[config.mk]
export PLATFORM = sky130hd
export DESIGN_NAME = websocket_frame_deframer
export DESIGN_NICKNAME = d
export VERILOG_FILES = /design/src/rtl/core/wsd_pkg.sv /design/src/rtl/core/websocket_frame_deframer.sv /design/src/rtl/core/wsd_in_reg.sv /design/src/rtl/core/wsd_parser.sv
export SDC_FILE = /design/constraint.sdc
export NUM_CORES = 1
export LEC_CHECK = 0
export ABC_AREA = 1
export BUFFER_PORTS_ARGS = -buffer_cell sky130_fd_sc_hd__buf_4
export CAP_MARGIN = 25
export CORE_AREA = 2 2 129 131
export CTS_CLUSTER_DIAMETER = 100
export CTS_CLUSTER_SIZE = 12
export DETAILED_ROUTE_END_ITERATION = 12
export DIE_AREA = 0 0 131 133
export PLACE_DENSITY_LB_ADDON = 0.1
export REMOVE_ABC_BUFFERS = 1
export SYNTH_ARGS = -nofsm -noshare
export SYNTH_HDL_FRONTEND = slang
export SYNTH_SLANG_ARGS = --single-unit
[constraint.sdc]
create_clock -name aclk -period 7.4 [get_ports aclk]
set_input_delay 1.48 -clock aclk [delete_from_list [all_inputs] [get_ports aclk]]
set_output_delay 1.48 -clock aclk [all_outputs]
set_load 0.03 [all_outputs]
[src/rtl/core/wsd_pkg.sv]
// Shared types and constants for the WebSocket frame deframer.
// Used by the input register, the header parser and the top level.
// No dependencies.
package wsd_pkg;

    // Length codes in the second header byte that call for an extended length.
    localparam logic [6:0] LEN_CODE_EXT16 = 7'd126;
    localparam logic [6:0] LEN_CODE_EXT64 = 7'd127;

    // Byte counts of the extended length fields and of the masking key.
    localparam logic [3:0] EXT16_BYTES  = 4'd2;
    localparam logic [3:0] EXT64_BYTES  = 4'd8;
    localparam logic [3:0] MASK_KEY_LEN = 4'd4;

    // Result status codes.
    localparam logic [1:0] ST_DATA  = 2'd0;
    localparam logic [1:0] ST_EMPTY = 2'd1;
    localparam logic [1:0] ST_TRUNC = 2'd2;

    // Parser phase.
    typedef enum logic [2:0] {
        PH_FIRST   = 3'd0,
        PH_SECOND  = 3'd1,
        PH_EXTLEN  = 3'd2,
        PH_KEY     = 3'd3,
        PH_PAYLOAD = 3'd4,
        PH_TRAIL   = 3'd5
    } phase_t;

    // One input byte of the frame buffer.
    typedef struct packed {
        logic [7:0] data;
        logic       last;
    } in_item_t;

    // One result item.
    typedef struct packed {
        logic [7:0] data;
        logic [1:0] status;
        logic       last;
    } res_item_t;

endpackage

[src/rtl/core/websocket_frame_deframer.sv]
// Top level of the WebSocket frame deframer.
// Instantiates wsd_in_reg and wsd_parser; depends on wsd_pkg.
//
// Usage:
//   The slave channel carries one byte of a received frame buffer per
//   transfer, with s_tlast on the buffer's last byte. The master channel
//   gives the unmasked payload bytes of the frame; m_tlast marks the final
//   result of the frame. m_tuser holds the status: payload byte, empty
//   payload complete, or truncated frame. A buffer that ends inside a frame
//   gives one truncation result, and the payload already sent is to be
//   discarded. Bytes after a completed frame give no result.
//   Throughput is one byte per cycle while the master channel takes each
//   result. A result passes through the input register, then the parser
//   writes the result register. The 64-bit remaining-length decrement and
//   compare set the path between the two registers.
//   Reset (aresetn low, synchronous) empties both registers and returns
//   the parser to the first header byte; the parser also restarts after
//   every buffer's last byte. While m_tready is low with a result pending,
//   the input register holds one more byte and s_tready then falls.
module websocket_frame_deframer
    import wsd_pkg::*;
(
    input  logic       aclk,
    input  logic       aresetn,
    input  logic       s_tvalid,
    output logic       s_tready,
    input  logic [7:0] s_tdata,   // [7:0] in_byte
    input  logic       s_tlast,
    output logic       m_tvalid,
    input  logic       m_tready,
    output logic [7:0] m_tdata,   // [7:0] out_byte
    output logic [1:0] m_tuser,   // [1:0] out_status
    output logic       m_tlast
);

    in_item_t  in_item;
    in_item_t  item;
    logic      item_valid;
    logic      item_take;
    res_item_t res;

    assign in_item = '{data: s_tdata, last: s_tlast};

    wsd_in_reg u_in_reg (
        .aclk       (aclk),
        .aresetn    (aresetn),
        .in_valid   (s_tvalid),
        .in_ready   (s_tready),
        .in_item    (in_item),
        .item_valid (item_valid),
        .item       (item),
        .item_take  (item_take)
    );

    wsd_parser u_parser (
        .aclk       (aclk),
        .aresetn    (aresetn),
        .item_valid (item_valid),
        .item       (item),
        .item_take  (item_take),
        .res_valid  (m_tvalid),
        .res        (res),
        .res_ready  (m_tready)
    );

    assign m_tdata = res.data;
    assign m_tuser = res.status;
    assign m_tlast = res.last;

endmodule

[src/rtl/core/wsd_in_reg.sv]
// Input register of the WebSocket frame deframer.
// Holds one accepted byte until the parser takes it; depends on wsd_pkg.
module wsd_in_reg
    import wsd_pkg::*;
(
    input  logic     aclk,
    input  logic     aresetn,
    input  logic     in_valid,
    output logic     in_ready,
    input  in_item_t in_item,
    output logic     item_valid,
    output in_item_t item,
    input  logic     item_take
);

    logic     valid_reg;
    logic     valid_next;
    in_item_t item_reg;

    // The register can take a new transfer when it is empty or drains this cycle.
    assign in_ready = !valid_reg || item_take;

    always_comb begin
        valid_next = valid_reg;
        if (in_valid && in_ready) begin
            valid_next = 1'b1;
        end else if (item_take) begin
            valid_next = 1'b0;
        end
    end

    always_ff @(posedge aclk) begin
        if (!aresetn) begin
            valid_reg <= 1'b0;
        end else begin
            valid_reg <= valid_next;
        end
    end

    // Payload register, loaded on each accepted transfer.
    always_ff @(posedge aclk) begin
        if (in_valid && in_ready) begin
            item_reg <= in_item;
        end
    end

    assign item_valid = valid_reg;
    assign item       = item_reg;

endmodule

[src/rtl/core/wsd_parser.sv]
// Header parser, unmasking datapath and result register of the deframer.
// Consumes one byte per cycle from wsd_in_reg unless stalled; depends on wsd_pkg.
module wsd_parser
    import wsd_pkg::*;
(
    input  logic      aclk,
    input  logic      aresetn,
    input  logic      item_valid,
    input  in_item_t  item,
    output logic      item_take,
    output logic      res_valid,
    output res_item_t res,
    input  logic      res_ready
);

    phase_t      phase_reg,  phase_next;
    logic [3:0]  hidx_reg,   hidx_next;
    logic        mask_reg,   mask_next;
    logic [63:0] rem_reg,    rem_next;
    logic [1:0]  cnt_reg,    cnt_next;
    logic [31:0] key_reg,    key_next;
    logic        out_valid_reg;
    res_item_t   out_reg;

    logic        emit;
    res_item_t   res_next;
    logic [3:0]  hidx_dec;
    logic [63:0] ext_len;
    logic [7:0]  key_byte;
    logic        fin;

    // An item moves on when the result register is empty or being drained.
    assign item_take = item_valid && (!out_valid_reg || res_ready);

    assign hidx_dec = hidx_reg - 4'd1;
    assign ext_len  = {rem_reg[55:0], item.data};
    assign fin      = (rem_reg == 64'd1);

    // Key byte for the current payload position, first arrived key byte first.
    always_comb begin
        case (cnt_reg)
            2'd0:    key_byte = key_reg[31:24];
            2'd1:    key_byte = key_reg[23:16];
            2'd2:    key_byte = key_reg[15:8];
            default: key_byte = key_reg[7:0];
        endcase
    end

    // Next state of the parser for the byte being consumed.
    always_comb begin
        phase_next = phase_reg;
        hidx_next  = hidx_reg;
        mask_next  = mask_reg;
        rem_next   = rem_reg;
        cnt_next   = cnt_reg;
        key_next   = key_reg;
        case (phase_reg)
            PH_FIRST: begin
                phase_next = PH_SECOND;
            end
            PH_SECOND: begin
                mask_next = item.data[7];
                if (item.data[6:0] == LEN_CODE_EXT16) begin
                    phase_next = PH_EXTLEN;
                    hidx_next  = EXT16_BYTES;
                    rem_next   = 64'd0;
                end else if (item.data[6:0] == LEN_CODE_EXT64) begin
                    phase_next = PH_EXTLEN;
                    hidx_next  = EXT64_BYTES;
                    rem_next   = 64'd0;
                end else begin
                    rem_next = {57'd0, item.data[6:0]};
                    if (item.data[7]) begin
                        phase_next = PH_KEY;
                        hidx_next  = MASK_KEY_LEN;
                    end else if (item.data[6:0] == 7'd0) begin
                        phase_next = PH_TRAIL;
                    end else begin
                        phase_next = PH_PAYLOAD;
                    end
                end
            end
            PH_EXTLEN: begin
                rem_next  = ext_len;
                hidx_next = hidx_dec;
                if (hidx_dec == 4'd0) begin
                    if (mask_reg) begin
                        phase_next = PH_KEY;
                        hidx_next  = MASK_KEY_LEN;
                    end else if (ext_len == 64'd0) begin
                        phase_next = PH_TRAIL;
                    end else begin
                        phase_next = PH_PAYLOAD;
                    end
                end
            end
            PH_KEY: begin
                key_next  = {key_reg[23:0], item.data};
                hidx_next = hidx_dec;
                if (hidx_dec == 4'd0) begin
                    phase_next = (rem_reg == 64'd0) ? PH_TRAIL : PH_PAYLOAD;
                end
            end
            PH_PAYLOAD: begin
                rem_next = rem_reg - 64'd1;
                cnt_next = cnt_reg + 2'd1;
                if (fin) begin
                    phase_next = PH_TRAIL;
                end
            end
            default: begin
            end
        endcase
        // The buffer's last byte returns the parser to the start of a frame.
        if (item.last) begin
            phase_next = PH_FIRST;
            hidx_next  = 4'd0;
            mask_next  = 1'b0;
            rem_next   = 64'd0;
            cnt_next   = 2'd0;
            key_next   = 32'd0;
        end
    end

    // Result produced by the byte being consumed.
    always_comb begin
        emit     = 1'b0;
        res_next = '{data: 8'd0, status: ST_EMPTY, last: 1'b1};
        case (phase_reg)
            PH_SECOND: begin
                if (item.data[6:0] == 7'd0 && !item.data[7]) begin
                    emit = 1'b1;
                end
            end
            PH_EXTLEN: begin
                if (hidx_dec == 4'd0 && !mask_reg && ext_len == 64'd0) begin
                    emit = 1'b1;
                end
            end
            PH_KEY: begin
                if (hidx_dec == 4'd0 && rem_reg == 64'd0) begin
                    emit = 1'b1;
                end
            end
            PH_PAYLOAD: begin
                emit            = 1'b1;
                res_next.data   = mask_reg ? (item.data ^ key_byte) : item.data;
                res_next.status = ST_DATA;
                res_next.last   = fin;
            end
            default: begin
            end
        endcase
        // A buffer that ends inside a frame replaces any result with an error.
        if (item.last) begin
            if (!((phase_reg == PH_PAYLOAD && fin) || phase_reg == PH_TRAIL
                  || (emit && res_next.status == ST_EMPTY))) begin
                emit     = 1'b1;
                res_next = '{data: 8'd0, status: ST_TRUNC, last: 1'b1};
            end
        end
    end

    // Parser control state.
    always_ff @(posedge aclk) begin
        if (!aresetn) begin
            phase_reg <= PH_FIRST;
            hidx_reg  <= 4'd0;
            mask_reg  <= 1'b0;
            cnt_reg   <= 2'd0;
        end else if (item_take) begin
            phase_reg <= phase_next;
            hidx_reg  <= hidx_next;
            mask_reg  <= mask_next;
            cnt_reg   <= cnt_next;
        end
    end

    // Length and key registers, loaded before they are used in each frame.
    always_ff @(posedge aclk) begin
        if (item_take) begin
            rem_reg <= rem_next;
            key_reg <= key_next;
        end
    end

    // Result register valid flag.
    always_ff @(posedge aclk) begin
        if (!aresetn) begin
            out_valid_reg <= 1'b0;
        end else if (item_take) begin
            out_valid_reg <= emit;
        end else if (res_ready) begin
            out_valid_reg <= 1'b0;
        end
    end

    // Result payload register.
    always_ff @(posedge aclk) begin
        if (item_take && emit) begin
            out_reg <= res_next;
        end
    end

    assign res_valid = out_valid_reg;
    assign res       = out_reg;

    // Status results other than payload bytes carry a zero byte.
    a_zero_byte: assert property (@(posedge aclk) disable iff (!aresetn)
        out_valid_reg && out_reg.status != ST_DATA |-> out_reg.data == 8'd0)
        else $error("non-payload result carries a nonzero byte");

    // Empty and truncation results always close the frame.
    a_status_last: assert property (@(posedge aclk) disable iff (!aresetn)
        out_valid_reg && (out_reg.status == ST_EMPTY || out_reg.status == ST_TRUNC)
        |-> out_reg.last)
        else $error("status result without last flag");

    // The buffer's last byte always restarts the parser.
    a_last_restart: assert property (@(posedge aclk) disable iff (!aresetn)
        item_take && item.last |=> phase_reg == PH_FIRST && hidx_reg == 4'd0)
        else $error("parser not restarted after last byte");

    // Payload phase is only entered with bytes still to come.
    a_payload_left: assert property (@(posedge aclk) disable iff (!aresetn)
        phase_reg == PH_PAYLOAD |-> rem_reg != 64'd0)
        else $error("payload phase with no bytes remaining");

endmodule
-- Word level (Yosys, flattened, before mapping)
Cells that the tools add are included.
- register bits: 128
- logic and storage cells: 111
- output and inout port bits: 13
- bits of input ports: 13
- reduce and logical (&&, ||, !) cells: 37
- equal/unequal tests: 15
- bitwise logic cells: 1
- add/subtract/negate cells: 3
- muxes and demuxes: 42
- operator list (cell ; number):
    $pmux 64 s3 ; 1
    $logic_not 64->1 ; 2
    $eq 64x1->1 const B ; 1
    $mux 64 ; 1
    $sub 64x1->64 const B ; 1
    $mux 11 ; 3
    $mux 32 ; 1
    $mux 3 ; 8
    $mux 4 ; 6
    $pmux 8 s3 ; 1
    $pmux 3 s5 ; 1
    $eq 7x7->1 const B ; 2
    $mux 1 ; 14
    $pmux 4 s3 ; 1
    $reduce_bool 2->1 ; 5
    $logic_and 1x1->1 ; 9
    $ne 3x2->1 const B ; 3
    $mux 8 ; 1
    $reduce_and 2->1 ; 4
    $reduce_bool 4->1 ; 2
    $xor 8x8->8 ; 1
    $logic_not 7->1 ; 1
    $mux 7 ; 1
    $eq 3x2->1 const B ; 2
    other kinds (17) ; 26

-- Depth between registers and ports, before layout
Gate-level depths: netlist of run 1.
- word-level depth: 11
- mapped depth: 13
- depth with buffers taken out: 13

-- Hierarchy
A second synthesis of run 1 with hierarchy kept.
- cell total of the unflattened synthesis: 1014
- area, all modules: 8126.5 sq um
- by module, submodules not included (module ; sequential area each (sq um) ; times used ; cells each ; area each (sq um)):
    wsd_parser ; 3433.3 ; 1 ; 998 ; 7805.0
    wsd_in_reg ; 290.3 ; 1 ; 16 ; 321.6

-- Least setup slack after synthesis of run 1
OpenSTA, ideal clock, no wires.
- path kind: input-to-reg
- start: input port m_tready
- end: register u_parser.rem_reg[0], enable pin
- stages on the path: 6
- setup slack: 3.701 ns
- setup time: 0.424 ns
- required time: 6.976 ns
- buffers on the path: 0
- arrival time: 3.276 ns
- cells stage by stage: inv_1 nand2_1 nand2_1 inv_1 o21ai_0 nand2_1
- word-level cells in the longest chain between the ends: 3
- ends and longest elaborated chain (what ; RTL line ; source):
    start: declaration ; websocket_frame_deframer.sv:30 ; input logic m_tready,
    $logic_or 1x1->1 ; wsd_parser.sv:33 ; assign item_take = item_valid && (!out_valid_reg || res_ready);
    $logic_and 1x1->1 ; wsd_parser.sv:33 ;
    $reduce_and 2->1 (no source line) ; - ;
    end signal: assignment ; wsd_parser.sv:182 ; rem_reg <= rem_next;
    end: declaration ; wsd_parser.sv:19 ; logic [63:0] rem_reg, rem_next;
Every way passes these cells.
A chain may end at the register's enable or synchronous reset.

-- Final worst setup path of run 1
- start: input port m_tready
- end: output port s_tready
- word-level cells in the longest chain between the ends: 3
- ends and longest elaborated chain (what ; RTL line ; source):
    $logic_or 1x1->1 ; wsd_parser.sv:33 ;
    $logic_and 1x1->1 ; wsd_parser.sv:33 ;
    $logic_or 1x1->1 ; wsd_in_reg.sv:21 ; assign in_ready = !valid_reg || item_take;
    end: declaration ; websocket_frame_deframer.sv:26 ; output logic s_tready,
Every way passes these cells.

==> results of run 1 <==
-- worst max-delay path by stage --
stage                          startpoint                    to  slack, ns  cells after the start
CTS                              m_tready              s_tready       3.99                      4
global placement                 m_tready              s_tready       4.00                      4
detailed placement               m_tready              s_tready       3.99                      4
global route        u_parser.phase_reg[1]  u_parser.rem_reg[20]       3.83                      5
finish                           m_tready              s_tready       3.99                      4
floorplan                u_in_reg.item[0]   u_parser.key_reg[0]       3.43                      2
-- synthesized netlist by cell type (4+ instances only) --
library cell / instances / area share (%)
buf_2: 5 / 0.32
nand4_1: 20 / 1.6
nand3_1: 57 / 3.6
nor3_2: 9 / 1.1
a21oi_1: 63 / 4.0
inv_1: 150 / 7.1
a221oi_1: 8 / 0.89
nor3_1: 16 / 1.0
or2_2: 4 / 0.32
o21ai_0: 38 / 2.4
nor2_4: 6 / 0.86
o21ai_1: 6 / 0.38
o32ai_1: 11 / 1.2
dfxtp_1: 12 / 3.0
inv_2: 4 / 0.19
xor2_1: 11 / 1.2
ha_1: 8 / 1.3
nor2_1: 169 / 8.0
nor2_2: 10 / 0.79
nand2_1: 172 / 8.2
clkbuf_1: 16 / 0.76
edfxtp_1: 116 / 44
nand2_2: 4 / 0.32
o22ai_1: 20 / 1.6
-- metrics by stage --
step	util [%]	power (mW)	hold slack, ns	area (um^2)
floorplan	-	1.01	0.444	7790
global placement	51.2	1.07	0.464	8290
detailed placement	51.2	1.08	0.463	8290
CTS	54.7	1.88	0.471	8850
global route	54.8	1.94	0.514	8870
finish	54.8	1.87	0.470	8870
-- final cells by class --
cell class | count | area share, %
clock buffers | 18 | 4.84
clock inverters | 14 | 1.50
inverters | 156 | 6.60
multi-input cells | 676 | 39.4
flip-flops and latches | 128 | 42.0
well taps | 220 | 3.10
repair buffers | 29 | 2.60
-- report_power, final --
| part | internal [mW] | leakage, nW | total [mW] | switching (mW) |
|---|---|---|---|---|
| sequential | 0.833 | 1.20 | 0.866 | 0.0332 |
| clock | 0.466 | 0.268 | 0.809 | 0.344 |
| combinational | 0.0577 | 1.90 | 0.196 | 0.139 |
| total | 1.36 | 3.37 | 1.87 | 0.515 |
-- logic make-up after synthesis --
family                   share of synthesized area [%]
XOR/XNOR                                          1.33
AO/OA/AOI/OAI                                     12.5
buffers and inverters                             8.71
adder cells (fa/ha/maj)                           1.27
AND/OR/NAND/NOR                                   29.0
flip-flops                                        47.2
-- metal layers --
metal	share of wire [%]	up-vias	routed length (um)	GRT usage, %
met4	0.85	0	173	5.38
met2	45	170	9110	35.8
li1	-	3368	-	-
met3	4.4	16	897	4.77
met5	0	-	0	0
met1	50	3217	10100	37.0
-- critical path: stages --
cell and delay [ns]:
buf_4 0.11, inv_1 0.06, nand3_1 0.10, buf_4 0.19
==> flow_metrics.tcl, run 1 <==
set metrics [dict create \
    outcome "complete, no violations" \
    drt_iter0_drc 545 \
    die_h_um 133 \
    pwr_density_cell_nw_per_um2 211 \
    postCtsHoldBufs 0 \
    final_nets 1029 \
    dp_hpwl_um 14300 \
    ys_ff_latch 128 \
    hold_class "reg2reg" \
    reg2reg_depth 6 \
    largest_register_ffs 64 \
    die_w_um 131 \
    fin_ws_ns 3.99 \
    grt_overflow 0 \
    wl_per_cell_um 16.3 \
    tns_ns 0 \
    multi_input_area_um2 3490 \
    clk_pin_slew_ns 0.06 \
    syn-instance-count 985 \
    num_antenna_cells 0 \
    syn_avg_cell_area_um2 8.01 \
    ys_async_sr_fraction_pct 0 \
    final_cells 1241 \
    numCtsBuffers 17 \
    first_pass_iters 5 \
    min_to "u_parser.hidx_reg[3]" \
    cts.path.max_buffers 2 \
    final_common_cell "nand2_1" \
    grt_pass1_wl_um 32300 \
    pin_count 26 \
    drv_slew 0 \
    cts-root-buf "clkbuf_16" \
    vias_per_cell 5.46 \
    fin_skew_ns 0.0105 \
    cts_sinks 128 \
    num_vias 6771 \
    required_ns 5.92 \
    slew_headroom_pct 32.3 \
    yosys.cell_types.count 50 \
    insertion_delay_ns 0.43 \
    fmax_mhz 293 \
    rsz0062_at_grt "no" \
    rrSetupSlack_ns 4.03 \
    dieArea_um2 17400 \
    finalSetupViolCount 0 \
    core.rowCount 47 \
    critPathArrivalTime_ns 1.93 \
    r2r-start "u_parser.phase_reg[2]" \
    initial_core_util_pct 48.8 \
    drive_above_1_share_pct 11.4 \
    antenna_left 0 \
    nFillCells 1569 \
    final.min_clock_period_ns 3.41 \
    core_area_um2 16200 \
    area_delta_synth_final_pct 12.4 \
    maxCapViolCount 0 \
    min_path_cells 2 \
    place_congestion 0.892 \
    yosysWarnings 0 \
    crit_fanout 3 \
    cts_tree "done" \
    path_class "in2out" \
    grt_max_degree 72 \
    worstHoldStart "u_parser.hidx_reg[3]" \
    tightestPinTransition_ns 1.01 \
    seqCellArea_um2 3720 \
    htreeDepth 4 \
    drcViolationCount 0 \
    synth-edff-count 116 \
    io_buffers 25 \
    cp-start-kind "input pin" \
    syn_area_um2 7890 \
    period_share_pct 46.1 \
    cts_setup_buffers 0 \
    dp_slack_ns 3.99 \
    peakVddDrop_uv 161 \
    endpoint_kind "output port" \
    mostFrequentLayoutCells "171 x nand2_1, 169 x nor2_1, 150 x inv_1" \
    antenna_found_initial 0 \
    post_cts_resized 0 \
    grt_use_total_pct 24.3 \
    ys.flop_type "edfxtp_1" \
    hold_viol 0 \
    totalWireLength_um 20200 \
    ys_seq_area_share_pct 47.2 \
    dp_cells 1208 \
    p_leak_nw 3.37 \
    grt_pass1_vias 6071 \
    crit-reg2reg-capture "u_parser.rem_reg[20]" \
]
Note: power is estimated with default switching activity, not from simulation.
==> inputs of run 2 (changes only) <==
==> constraint.sdc (replaced) <==
create_clock -name aclk -period 3.25 [get_ports aclk]
set_input_delay 0.65 -clock aclk [delete_from_list [all_inputs] [get_ports aclk]]
set_output_delay 0.65 -clock aclk [all_outputs]
set_load 0.03 [all_outputs]
==> run 2 against run 1 <==
  * Largest power group unchanged
  * Die area is the same
  * Non-clock buffer count grew 7
  * Clock-buffer cell count grew 2
  * Worst hold slack lost 0.078 ns
  * Register-to-register slack lost 3.5 ns
  * Via count grew 0.38%
  * Global-route usage grew 0.97 points
==> flow_metrics.tcl, run 2 (synthesized netlist as in run 1, its figures left out) <==
set metrics [dict create \
    critPathArrivalTime_ns 2.74 \
    htreeDepth 4 \
    rsz0062_at_grt "no" \
    cts.path.max_buffers 2 \
    insertion_delay_ns 0.43 \
    required_ns 3.32 \
    grt_use_total_pct 25.3 \
    p_total_mw 4.37 \
    tightestPinTransition_ns 0.875 \
    r2r-start "u_parser.rem_reg[0]" \
    antenna_left 0 \
    cts-root-buf "clkbuf_16" \
    drcViolationCount 0 \
    peakVddDrop_uv 381 \
    cts_sinks 128 \
    hold_viol 0 \
    antenna_found_initial 0 \
    totalWireLength_um 20800 \
    postCtsHoldBufs 0 \
    drive_above_1_share_pct 12.0 \
    maxCapViolCount 0 \
    period_share_pct 82.3 \
    area_delta_synth_final_pct 13.4 \
    drt_iter0_drc 583 \
    slew_headroom_pct 41.6 \
    core_area_um2 16200 \
    endpoint "u_parser.res[5]" \
    cp-start-kind "flip-flop" \
    place_area_um2 8360 \
    die_w_um 131 \
    drv_slew 0 \
    grt_max_degree 65 \
    fin_area_um2 8950 \
    place_congestion 0.909 \
    first_pass_iters 4 \
    crit_fanout 11 \
    path_class "reg2reg" \
    outcome "complete, no violations" \
    grt_pass1_vias 6400 \
    cts_setup_buffers 0 \
    rrSetupSlack_ns 0.58 \
    final_common_cell "nand2_1" \
    endpoint_kind "flip-flop" \
    utilization_pct 55.4 \
    grt_pass1_wl_um 33600 \
    io_buffers 25 \
    numCtsBuffers 17 \
    grt_overflow 0 \
    dieArea_um2 17400 \
    final.min_clock_period_ns 2.67 \
    final_nets 1036 \
    finalSetupViolCount 0 \
    vias_per_cell 5.45 \
    clk_pin_slew_ns 0.06 \
    hold_class "in2reg" \
    die_h_um 133 \
    fmax_mhz 374 \
    num_vias 6797 \
    reg2reg_depth 10 \
    num_antenna_cells 0 \
    dp_slack_ns 0.613 \
    initial_core_util_pct 48.8 \
    crit_start "u_parser.rem_reg[0]" \
    dp_hpwl_um 15000 \
    crit-reg2reg-capture "u_parser.res[5]" \
    cts_tree "done" \
    hold_slack_ns 0.391 \
    p_leak_nw 3.41 \
    core.rowCount 47 \
    fin_ws_ns 0.576 \
    largest_register_ffs 64 \
    mostFrequentLayoutCells "171 x nand2_1, 169 x nor2_1, 150 x inv_1" \
    pin_count 26 \
    wl_per_cell_um 16.6 \
    fin_skew_ns 0.0107 \
    pwr_density_cell_nw_per_um2 489 \
    post_cts_resized 0 \
]
[run 2: cell count changes in the layout (fill, tap and decap cells not counted)]
cell / previous run / this run
clkinvlp_4: 3 / 5
clkbuf_8: 0 / 2
clkinv_4: 4 / 2
buf_4: 28 / 35
inv_6: 4 / 1
bufinv_16: 1 / 2
[run 2: where the power goes]
group | switching [mW] | total [mW] | internal, mW
registers | 0.0765 | 1.97 | 1.90
clock network | 0.769 | 1.94 | 1.17
logic | 0.322 | 0.462 | 0.140
[run 2: how the worst min path moves through the flow]
stage / startpoint / end / slack (ns) / depth (start not counted)
2_1_floorplan: u_parser.hidx_reg[3] / u_parser.hidx_reg[3] / 0.44 / 2
3_3_place_gp: u_parser.hidx_reg[3] / u_parser.hidx_reg[3] / 0.46 / 2
3_5_place_dp: u_parser.hidx_reg[3] / u_parser.hidx_reg[3] / 0.47 / 2
4_1_cts: s_tlast / u_in_reg.item[0] / 0.38 / 1
5_1_grt: s_tdata[7] / u_in_reg.item[8] / 0.38 / 1
6_report: s_tlast / u_in_reg.item[0] / 0.39 / 1
[run 2: per-stage QoR]
step,TNS [ns],cells
global route,0,1248
CTS,0,1248
detailed placement,0,1216
finish,0,1248
floorplan,-44.30,960
global placement,0,1216
[run 2: area by class of cell]
cell class	count	area, um^2
Clock buffer	20	457
Clock inverter	12	134
Fill cell	1554	7220
Inverter	156	586
Multi-Input combinational cell	676	3490
Sequential cell	128	3720
Tap cell	220	275
Timing Repair Buffer	36	283
[run 2: worst max-delay path: stages, from the launching register on]
cell,delay (ns)
edfxtp_1,0.41
inv_1,0.17
ha_1,0.28
nand2_4,0.11
nor2_4,0.20
nand2_2,0.11
nor2_2,0.21
nand4_1,0.16
nand4_1,0.13
nand3_1,0.12
inv_1,0.41
[run 2: per-layer routing]
| layer | vias to the layer above | wire, um | GRT usage (%) |
|---|---|---|---|
| met5 | - | 0 | 0 |
| met4 | 0 | 394 | 8.63 |
| met3 | 25 | 1120 | 4.21 |
| met2 | 194 | 9190 | 36.9 |
| met1 | 3193 | 10100 | 37.9 |
| li1 | 3385 | - | - |
==> inputs of run 3 (changes only) <==
==> constraint.sdc (replaced) <==
create_clock -name aclk -period 2.7 [get_ports aclk]
set_input_delay 0.54 -clock aclk [delete_from_list [all_inputs] [get_ports aclk]]
set_output_delay 0.54 -clock aclk [all_outputs]
set_load 0.03 [all_outputs]
==> run 3 against run 2 <==
  * Worst setup slack worse by 0.32 ns
  * Fmax increased by 9.4%
  * Flip-flop and latch count unchanged
  * Register-to-register slack worse by 0.32 ns
  * Sequential power increased by 21%
  * Utilization increased by 0.26 points
  * Global-route usage is 0.45 points higher
  * Clock-buffer cell count is 2 lower
  * Worst hold slack got worse by 0.11 ns
  * Wire length rose by 2.2%
  * Cell area increased by 0.48%
==> flow_metrics.tcl, run 3 (synthesized netlist as in run 1, its figures left out) <==
set metrics [dict create \
    num_antenna_cells 0 \
    drt_iter0_drc 716 \
    r2r-start "u_parser.rem_reg[1]" \
    cts_sinks 128 \
    pwr_density_cell_nw_per_um2 569 \
    grt_pass1_vias 6428 \
    first_pass_iters 5 \
    mostFrequentLayoutCells "171 x nand2_1, 169 x nor2_1, 150 x inv_1" \
    initial_core_util_pct 48.8 \
    peakVddDrop_uv 463 \
    htreeDepth 4 \
    nFillCells 1560 \
    die_w_um 131 \
    dp_cells 1224 \
    p_leak_nw 3.43 \
    maxCapViolCount 0 \
    numCtsBuffers 17 \
    area_delta_synth_final_pct 14.0 \
    rsz0062_at_grt "no" \
    crit_start "u_parser.rem_reg[1]" \
    pin_count 26 \
    grt_pass1_wl_um 34100 \
    final_cells 1256 \
    grt_use_total_pct 25.7 \
    insertion_delay_ns 0.44 \
    critPathArrivalTime_ns 2.58 \
    clk_pin_slew_ns 0.06 \
    core.rowCount 47 \
    fin_ws_ns 0.257 \
    grt_max_degree 34 \
    cp-start-kind "flip-flop" \
    final.min_clock_period_ns 2.44 \
    vias_per_cell 5.53 \
    cts-root-buf "clkbuf_16" \
    crit_fanout 11 \
    dieArea_um2 17400 \
    num_vias 6941 \
    cts_tree "done" \
    wl_per_cell_um 16.9 \
    antenna_found_initial 0 \
    rrSetupSlack_ns 0.26 \
    largest_register_ffs 64 \
    fin_skew_ns 0.0150 \
    tns_ns 0 \
    finalSetupViolCount 0 \
    cts.path.max_buffers 2 \
    cts_setup_buffers 0 \
    seqCellArea_um2 3720 \
    drcViolationCount 0 \
    die_h_um 133 \
    drv_slew 0 \
    path_class "reg2reg" \
    period_share_pct 90.5 \
    antenna_left 0 \
    totalWireLength_um 21200 \
    dp_slack_ns 0.275 \
    hold_class "in2reg" \
    slew_headroom_pct 59.8 \
    drive_above_1_share_pct 12.4 \
    multi_input_area_um2 3490 \
    required_ns 2.84 \
    endpoint_kind "flip-flop" \
    worstHoldStart "s_tdata[0]" \
    post_cts_resized 0 \
    hold_viol 0 \
    io_buffers 25 \
    place_congestion 0.892 \
    outcome "complete, no violations" \
    final_common_cell "nand2_1" \
    tightestPinTransition_ns 0.598 \
    final_nets 1044 \
    dp_hpwl_um 15600 \
    grt_overflow 0 \
    core_area_um2 16200 \
    fmax_mhz 409 \
    postCtsHoldBufs 0 \
]
==> run 3: metal layers <==
| layer | share of wire (%) | wire length, um | track usage (%) |
|---|---|---|---|
| met5 | 0 | 0 | 0 |
| met4 | 1.2 | 255 | 6.68 |
| met1 | 48 | 10300 | 39.1 |
| met2 | 45 | 9480 | 37.4 |
| met3 | 5.8 | 1230 | 5.30 |
==> run 3: per-stage QoR <==
step	utilization [%]	instance area (um^2)	hold WS [ns]	power [mW]
4_1_cts	55.6	8990	0.269	5.14
6_report	55.6	8990	0.278	5.12
2_1_floorplan	-	7790	0.444	2.77
3_3_place_gp	52.2	8450	0.464	2.98
3_5_place_dp	52.2	8450	0.460	2.99
5_1_grt	55.6	8990	0.264	5.30
==> run 3: worst paths after layout <==
kind / cells past startpoint / end
setup / recovery: 11 / u_parser.res[1]
hold / removal: 1 / u_in_reg.item[1]
setup reg to reg: 11 / u_parser.res[1]
hold reg to reg: 2 / u_parser.hidx_reg[3]
==> run 3: cell type report <==
| cell class | instances | area share (%) |
|---|---|---|
| flip-flops and latches | 128 | 41.4 |
| well taps | 220 | 3.06 |
| inverters | 156 | 6.51 |
| clock buffers | 18 | 4.77 |
| multi-input cells | 676 | 38.8 |
| repair buffers | 44 | 4.09 |
| clock inverters | 14 | 1.32 |
==> run 3: power by group <==
part | switching [mW] | internal (mW)
Clock | 0.908 | 1.26
Combinational | 0.392 | 0.182
Sequential | 0.0959 | 2.28
==> run 3: worst max-delay path, cell delays in order, from the launching register on <==
cell and delay [ns]:
edfxtp_1 0.39, inv_1 0.17, ha_1 0.28, nand2_4 0.10, nor2_4 0.20, nand2_2 0.12
nor2_2 0.18, nand4_1 0.16, nand4_1 0.13, nand3_1 0.13, inv_1 0.08, buf_4 0.20
